`config.mk`:
```
export PLATFORM = sky130hd
export DESIGN_NAME = csq_cell
export DESIGN_NICKNAME = d
export VERILOG_FILES = /design/src/rtl/csq_pkg.sv /design/src/rtl/csq_cell.sv
export SDC_FILE = /design/constraint.sdc
export NUM_CORES = 1
export LEC_CHECK = 0
export BUFFER_PORTS_ARGS = -buffer_cell sky130_fd_sc_hd__buf_2
export CAP_MARGIN = 20
export CORE_MARGIN = 2
export CORE_UTILIZATION = 30
export DETAILED_ROUTE_END_ITERATION = 10
export MAX_ROUTING_LAYER = met4
export PLACE_DENSITY_LB_ADDON = 0.05
export SLEW_MARGIN = 30
export SYNTH_ARGS = -nofsm -noshare
export SYNTH_HDL_FRONTEND = slang
export SYNTH_SLANG_ARGS = --single-unit
```
`constraint.sdc`:
```
create_clock -name clock -period 4.7 [get_ports clock]
set_input_delay 0.705 -clock clock [delete_from_list [all_inputs] [get_ports clock]]
set_output_delay 0.705 -clock clock [all_outputs]
set_load 0.005 [all_outputs]
```
`src/rtl/csq_pkg.sv`:
```
`default_nettype none

package csq_pkg;

   localparam int DEPTH_DEFAULT     = 64;
   localparam int WORD_BITS_DEFAULT = 32;

   localparam int KIND_BITS     = 4;
   localparam int VALUE_BITS    = 32;
   localparam int POSITION_BITS = 6;
   localparam int COUNT_BITS    = 7;
   localparam int ERROR_BITS    = 2;

   typedef enum logic [KIND_BITS-1:0] {
      KIND_START        = 4'd0,
      KIND_END          = 4'd1,
      KIND_ADVANCE      = 4'd2,
      KIND_RETREAT      = 4'd3,
      KIND_INSERT       = 4'd4,
      KIND_ATTACH       = 4'd5,
      KIND_REMOVE       = 4'd6,
      KIND_INSERT_FRONT = 4'd7,
      KIND_ATTACH_BACK  = 4'd8,
      KIND_REMOVE_FRONT = 4'd9,
      KIND_READ_AT      = 4'd10,
      KIND_QUERY        = 4'd11
   } kind_type;

   typedef enum logic [ERROR_BITS-1:0] {
      ERR_OK         = 2'd0,
      ERR_FULL       = 2'd1,
      ERR_NO_CURRENT = 2'd2,
      ERR_RANGE      = 2'd3
   } error_type;

   // what every cell of the chain does at the next edge
   typedef enum logic [1:0] {
      SHIFT_HOLD  = 2'd0,
      SHIFT_OPEN  = 2'd1,
      SHIFT_CLOSE = 2'd2
   } shift_op_type;

   typedef enum logic [1:0] {
      ST_IDLE   = 2'd0,
      ST_REDUCE = 2'd1,
      ST_REPLY  = 2'd2
   } state_type;

   typedef struct packed {
      logic [KIND_BITS-1:0]     kind;
      logic [VALUE_BITS-1:0]    entry_value;
      logic [POSITION_BITS-1:0] position;
   } req_type;

   typedef struct packed {
      logic [VALUE_BITS-1:0] read_value;
      logic [COUNT_BITS-1:0] item_count;
      logic [COUNT_BITS-1:0] cursor_pos;
      logic                  has_current;
      logic [ERROR_BITS-1:0] error_code;
   } rsp_type;

endpackage

`default_nettype wire

```
`src/rtl/csq_cell.sv`:
```
`default_nettype none

module csq_cell
   import csq_pkg::*;
#(
   parameter int WORD_BITS = WORD_BITS_DEFAULT,
   parameter int IDX_W     = 6,
   parameter int INDEX     = 0
) (
   input  wire logic                 clock,
   input  wire shift_op_type         op,
   input  wire logic [IDX_W-1:0]     at_addr,
   input  wire logic [IDX_W-1:0]     rd_addr,
   input  wire logic                 rd_en,
   input  wire logic [WORD_BITS-1:0] new_word,
   input  wire logic [WORD_BITS-1:0] left_word,
   input  wire logic [WORD_BITS-1:0] right_word,
   output logic      [WORD_BITS-1:0] word_out,
   output logic      [WORD_BITS-1:0] leaf_out
);

   localparam logic [IDX_W-1:0] MY_INDEX = IDX_W'(INDEX);

   logic [WORD_BITS-1:0] word_ff;
   logic [WORD_BITS-1:0] word_in;

   always_comb begin
      word_in = word_ff;
      unique case (op)
         SHIFT_OPEN: begin
            if (MY_INDEX > at_addr) begin
               word_in = left_word;
            end else if (MY_INDEX == at_addr) begin
               word_in = new_word;
            end
         end
         SHIFT_CLOSE: begin
            if (MY_INDEX >= at_addr) begin
               word_in = right_word;
            end
         end
         default: begin
            word_in = word_ff;
         end
      endcase
   end

   always_ff @(posedge clock) begin
      word_ff <= word_in;
   end

   assign word_out = word_ff;
   assign leaf_out = (rd_en && (rd_addr == MY_INDEX)) ? word_ff : '0;

endmodule

`default_nettype wire

```
==> out/qor.yml, run 1 <==
grt_pass1_vias: 1449
ios: 176
max_freq_mhz: 356
num_rows: 28
grt.total_usage_pct: 14.7
die_h_um: 81.4
period_share_pct: 59.8
ys_types: 13
slew_headroom_pct: 58.7
ctsRootBufferMaster: "clkbuf_8"
tightest_slew_ns: 0.616
crit_path_frequent_cell: "buf_2"
critical_path_required_ns: 3.99
drcViolationCount: 0
viasPerCell: 4.66
start_kind: "input pin"
drive_above_1_share_pct: 61.3
drt-wirelength-per-cell_um: 15.0
cp_cell_sequence: "buf_2, nor4b_4, buf_4, and4b_1, buf_2"
cts_setup_buffers: 0
cp_top_family: "simple AND/OR/NAND/NOR gates"
io_buffers: 143
cts_sinks: 32
h-tree-depth: 2
cts_buffer_depth: 2
areaGrowthSynthToFinish_pct: 47.8
die_area_um2: 6630
diodes: 0
drv_slew: 0
maxCapViolations: 0
critPathKind: "in -> out"
status: "finished, final reports clean"
cts_buffers: 5
start_util_pct: 30.8
ir_worst_vdd_mv: 0.120
largest_reg_flops: 32
avgSynthCellArea_um2: 15.6
gp_congestion: 0.691
antenna_found_initial: 0
synth_cells: 115
cpPeakStageDelay_ns: 0.59
path_clk_slew_ns: 0.07
cts_tree: "built"
hold_viol: 0
power.density_nw_per_um2: 225
ys_ff_latch: 32
final-setup-viol-count: 0
crit_path_end_kind: "output port"
totalPowerFinal_mw: 0.598
holdBufCountCts: 0
mostFrequentLayoutCells: "143 x buf_2, 32 x and4b_1, 32 x edfxtp_1"
critPathArrivalTime_ns: 2.11
vias: 1544
rsz0062_at_grt: "false"
p_leak_nw: 1.31
crit_buf_inv: 3
nets: 367
coreArea_um2: 5850
grt_max_degree: 33
grt-ovfl-total: 0
ys_seq_area_share_pct: 53.4
wl_um: 4950
fin_crit_ns: 2.81
crit_fanout: 20
die_w_um: 81.4
grt_pass1_wl_um: 6900
crit_path_top_delay_cell: "nor4b_4"
postRouteAntennaNets: 0
synth_warnings: 0
holdCritPathClass: "in -> reg"
synth.net_count: 227
cts_resized: 0
dr.pass1.iters: 3
drt_iter0_markers: 45
setup_tns_ns: 0
layout_commonest_cell: "buf_2"
syn-cell-area_um2: 1800
==> power breakdown <==
| group | internal (mW) | switching (mW) | leakage (nW) | total (mW) |
|---|---|---|---|---|
| Sequential | 0.318 | 0.000797 | 0.288 | 0.319 |
| Clock | 0.103 | 0.0956 | 0.0399 | 0.199 |
| Combinational | 0.0470 | 0.0330 | 0.985 | 0.0800 |
| Total | 0.468 | 0.129 | 1.31 | 0.598 |
==> through the flow <==
| step | utilization, % | hold slack, ns | cells | setup slack [ns] | area, µm² |
|---|---|---|---|---|---|
| 5_1_grt | 45.5 | 0.693 | 331 | 1.77 | 2660 |
| 2_1_floorplan | - | 0.906 | 115 | 1.17 | 1800 |
| 3_5_place_dp | 43.6 | 0.989 | 322 | 1.84 | 2550 |
| 4_1_cts | 45.0 | 0.694 | 330 | 1.83 | 2630 |
| 6_report | 45.5 | 0.701 | 331 | 1.89 | 2660 |
| 3_3_place_gp | 43.5 | 0.987 | 322 | 1.86 | 2550 |
==> synth_stat cells <==
library cell	instances	area share, %
buf_2	1	0.28
nor2_1	1	0.21
and4b_1	32	18
edfxtp_1	32	53
mux2_2	2	1.3
or4_1	1	0.42
nor4b_4	1	1.3
nor4_2	1	0.70
xnor2_1	1	0.49
nor2b_1	1	0.35
mux2_1	30	19
buf_6	6	3.8
clkbuf_1	6	1.3
==> cell families after synthesis <==
| group | after synthesis | synth area share, % |
|---|---|---|
| muxes | 32 | 20.0 |
| buffers and inverters | 13 | 5.28 |
| and+or+nand+nor | 37 | 20.8 |
| xor gates and xnor gates | 1 | 0.487 |
| DFF | 32 | 53.4 |
==> final timing paths <==
path         start                      to  cells past startpoint
max     rd_addr[2]            leaf_out[25]                      5
min   new_word[29]  word_out[29]$_DFFE_PP_                      2
==> layout make-up <==
type / count / area [µm²]
Fill cell: 572 / 3190
Sequential cell: 32 / 961
Multi-Input combinational cell: 70 / 767
Timing Repair Buffer: 146 / 758
Tap cell: 75 / 93.8
Clock buffer: 7 / 76.3
Clock inverter: 1 / 3.75
==> routing by layer <==
metal	GRT usage, %	up-vias	wire [µm]
met3	3.96	5	384
met4	5.93	0	60
li1	-	752	-
met5	-	-	0
met1	15.8	711	2050
met2	25.5	76	2460
No activity file was read; power rests on OpenSTA's default activity.
==> run 2: changes to the inputs <==
Clock period 4.7 ns to 2.7 ns, I/O delays scaled along.
==> out/qor.yml, run 2 (synthesis gave the netlist of run 1 again) <==
critPathArrivalTime_ns: 1.54  # -0.57 ns
maxCapViolations: 0  # unchanged
crit_path_end_kind: "output port"
start_util_pct: 30.8  # unchanged
final_util_pct: 45.3  # -0.15 points
antenna_found_initial: 0  # unchanged
coreArea_um2: 5850  # unchanged
drt_iter0_markers: 47  # +4.4%
holdBufCountCts: 0  # unchanged
cts_tree: "built"
critical_path_required_ns: 2.30  # -1.69 ns
power.density_nw_per_um2: 382  # +70%
dp_hpwl_um: 3480
areaGrowthSynthToFinish_pct: 47.4
period_share_pct: 72.1
status: "finished, final reports clean"
io_buffers: 143  # unchanged
cts_buffer_depth: 2  # unchanged
cts_resized: 0  # unchanged
die_h_um: 81.4  # unchanged
tightest_slew_ns: 0.468  # -0.149 ns
nets: 369  # +0.54%
ctsRootBufferMaster: "clkbuf_8"
hold_depth: 2  # unchanged
crit_fanout: 14  # -30%
grt_pass1_wl_um: 7130  # +3.3%
cts_buffers: 5  # unchanged
vias: 1539  # -0.32%
fin_crit_ns: 1.95
hold_path_end: "word_out[18]$_DFFE_PP_"
mostFrequentLayoutCells: "143 x buf_2, 32 x and4b_1, 32 x edfxtp_1"
wl_um: 4800  # -3.1%
slew_headroom_pct: 68.8  # +10 points
drcViolationCount: 0  # unchanged
grt_pass1_vias: 1520  # +4.9%
path_clk_slew_ns: 0.06  # about the same
grt_max_degree: 33  # unchanged
final-setup-viol-count: 0  # unchanged
critPathKind: "in -> out"
postRouteAntennaNets: 0  # unchanged
max_freq_mhz: 513
h-tree-depth: 2  # unchanged
die_w_um: 81.4  # unchanged
ios: 176  # unchanged
ir_worst_vdd_mv: 0.193  # +61%
grt.total_usage_pct: 14.9  # +0.21 points
min_from: "new_word[18]"
cts_setup_buffers: 0  # unchanged
die_area_um2: 6630  # unchanged
drive_above_1_share_pct: 62.4  # +1.0 points
dr.pass1.iters: 4  # +1
num_rows: 28  # unchanged
holdCritPathClass: "in -> reg"
drv_slew: 0  # unchanged
diodes: 0  # unchanged
setup_tns_ns: 0  # unchanged
cts_sinks: 32  # unchanged
drt-wirelength-per-cell_um: 14.6  # -2.8%
largest_reg_flops: 32  # unchanged
rsz0062_at_grt: "false"
viasPerCell: 4.66  # about the same
start_kind: "input pin"
grt-ovfl-total: 0  # unchanged
p_leak_nw: 1.32  # +0.19%
gp_congestion: 0.644  # -6.7%
hold_viol: 0  # unchanged
layout_commonest_cell: "buf_2"
## run 2: cell count changes in the layout (fill, tap and decap cells not counted)
cell	delta
buf_4	+2
clkbuf_1	-2
buf_12	+1
clkinv_1	-1
nor2_4	-1
buf_16	-1
nor2_2	+1
## run 2: worst max path at each step
stage | endpoint | startpoint | depth (start not counted)
global placement | word_out[4]$_DFFE_PP_ | at_addr[2] | 4
floorplan | word_out[0]$_DFFE_PP_ | at_addr[2] | 2
finish | leaf_out[8] | rd_addr[2] | 5
global route | leaf_out[25] | rd_addr[2] | 5
detailed placement | word_out[4]$_DFFE_PP_ | at_addr[2] | 4
CTS | leaf_out[10] | rd_addr[2] | 5
## run 2: critical path, cell delays in order
cell	delay, ns
buf_2	0.11
nor4b_4	0.45
buf_4	0.26
and4b_1	0.20
buf_2	0.11
## run 2: report_power, final
| group | internal [mW] | switching, mW |
|---|---|---|
| Clock | 0.166 | 0.155 |
| Combinational | 0.0816 | 0.0557 |
| Sequential | 0.555 | 0.00138 |
| Total | 0.802 | 0.212 |
## run 2: layout make-up
| cell class | count | area, µm² |
|---|---|---|
| Fill cell | 579 | 3200 |
| Multi-Input combinational cell | 70 | 762 |
| Timing Repair Buffer | 148 | 766 |
| Tap cell | 75 | 93.8 |
| Clock buffer | 5 | 68.8 |
| Sequential cell | 32 | 961 |
## run 2: through the flow
stage | setup slack, ns | area [µm²] | std cells | hold slack, ns | total power [mW]
floorplan | 0.182 | 1810 | 115 | 0.606 | 0.633
global placement | 0.618 | 2580 | 325 | 0.687 | 0.706
detailed placement | 0.614 | 2580 | 325 | 0.691 | 0.707
CTS | 0.718 | 2650 | 330 | 0.400 | 1.04
global route | 0.653 | 2650 | 330 | 0.396 | 1.07
finish | 0.752 | 2650 | 330 | 0.406 | 1.01
## run 2: routing by layer
metal  vias up  wire length [µm]  GRT usage, %
li1        750                 -             -
met1       703              1900          15.9
met2        82              2410          25.7
met3         4               447          5.05
met4         0                46          5.25
met5         -                 0             -
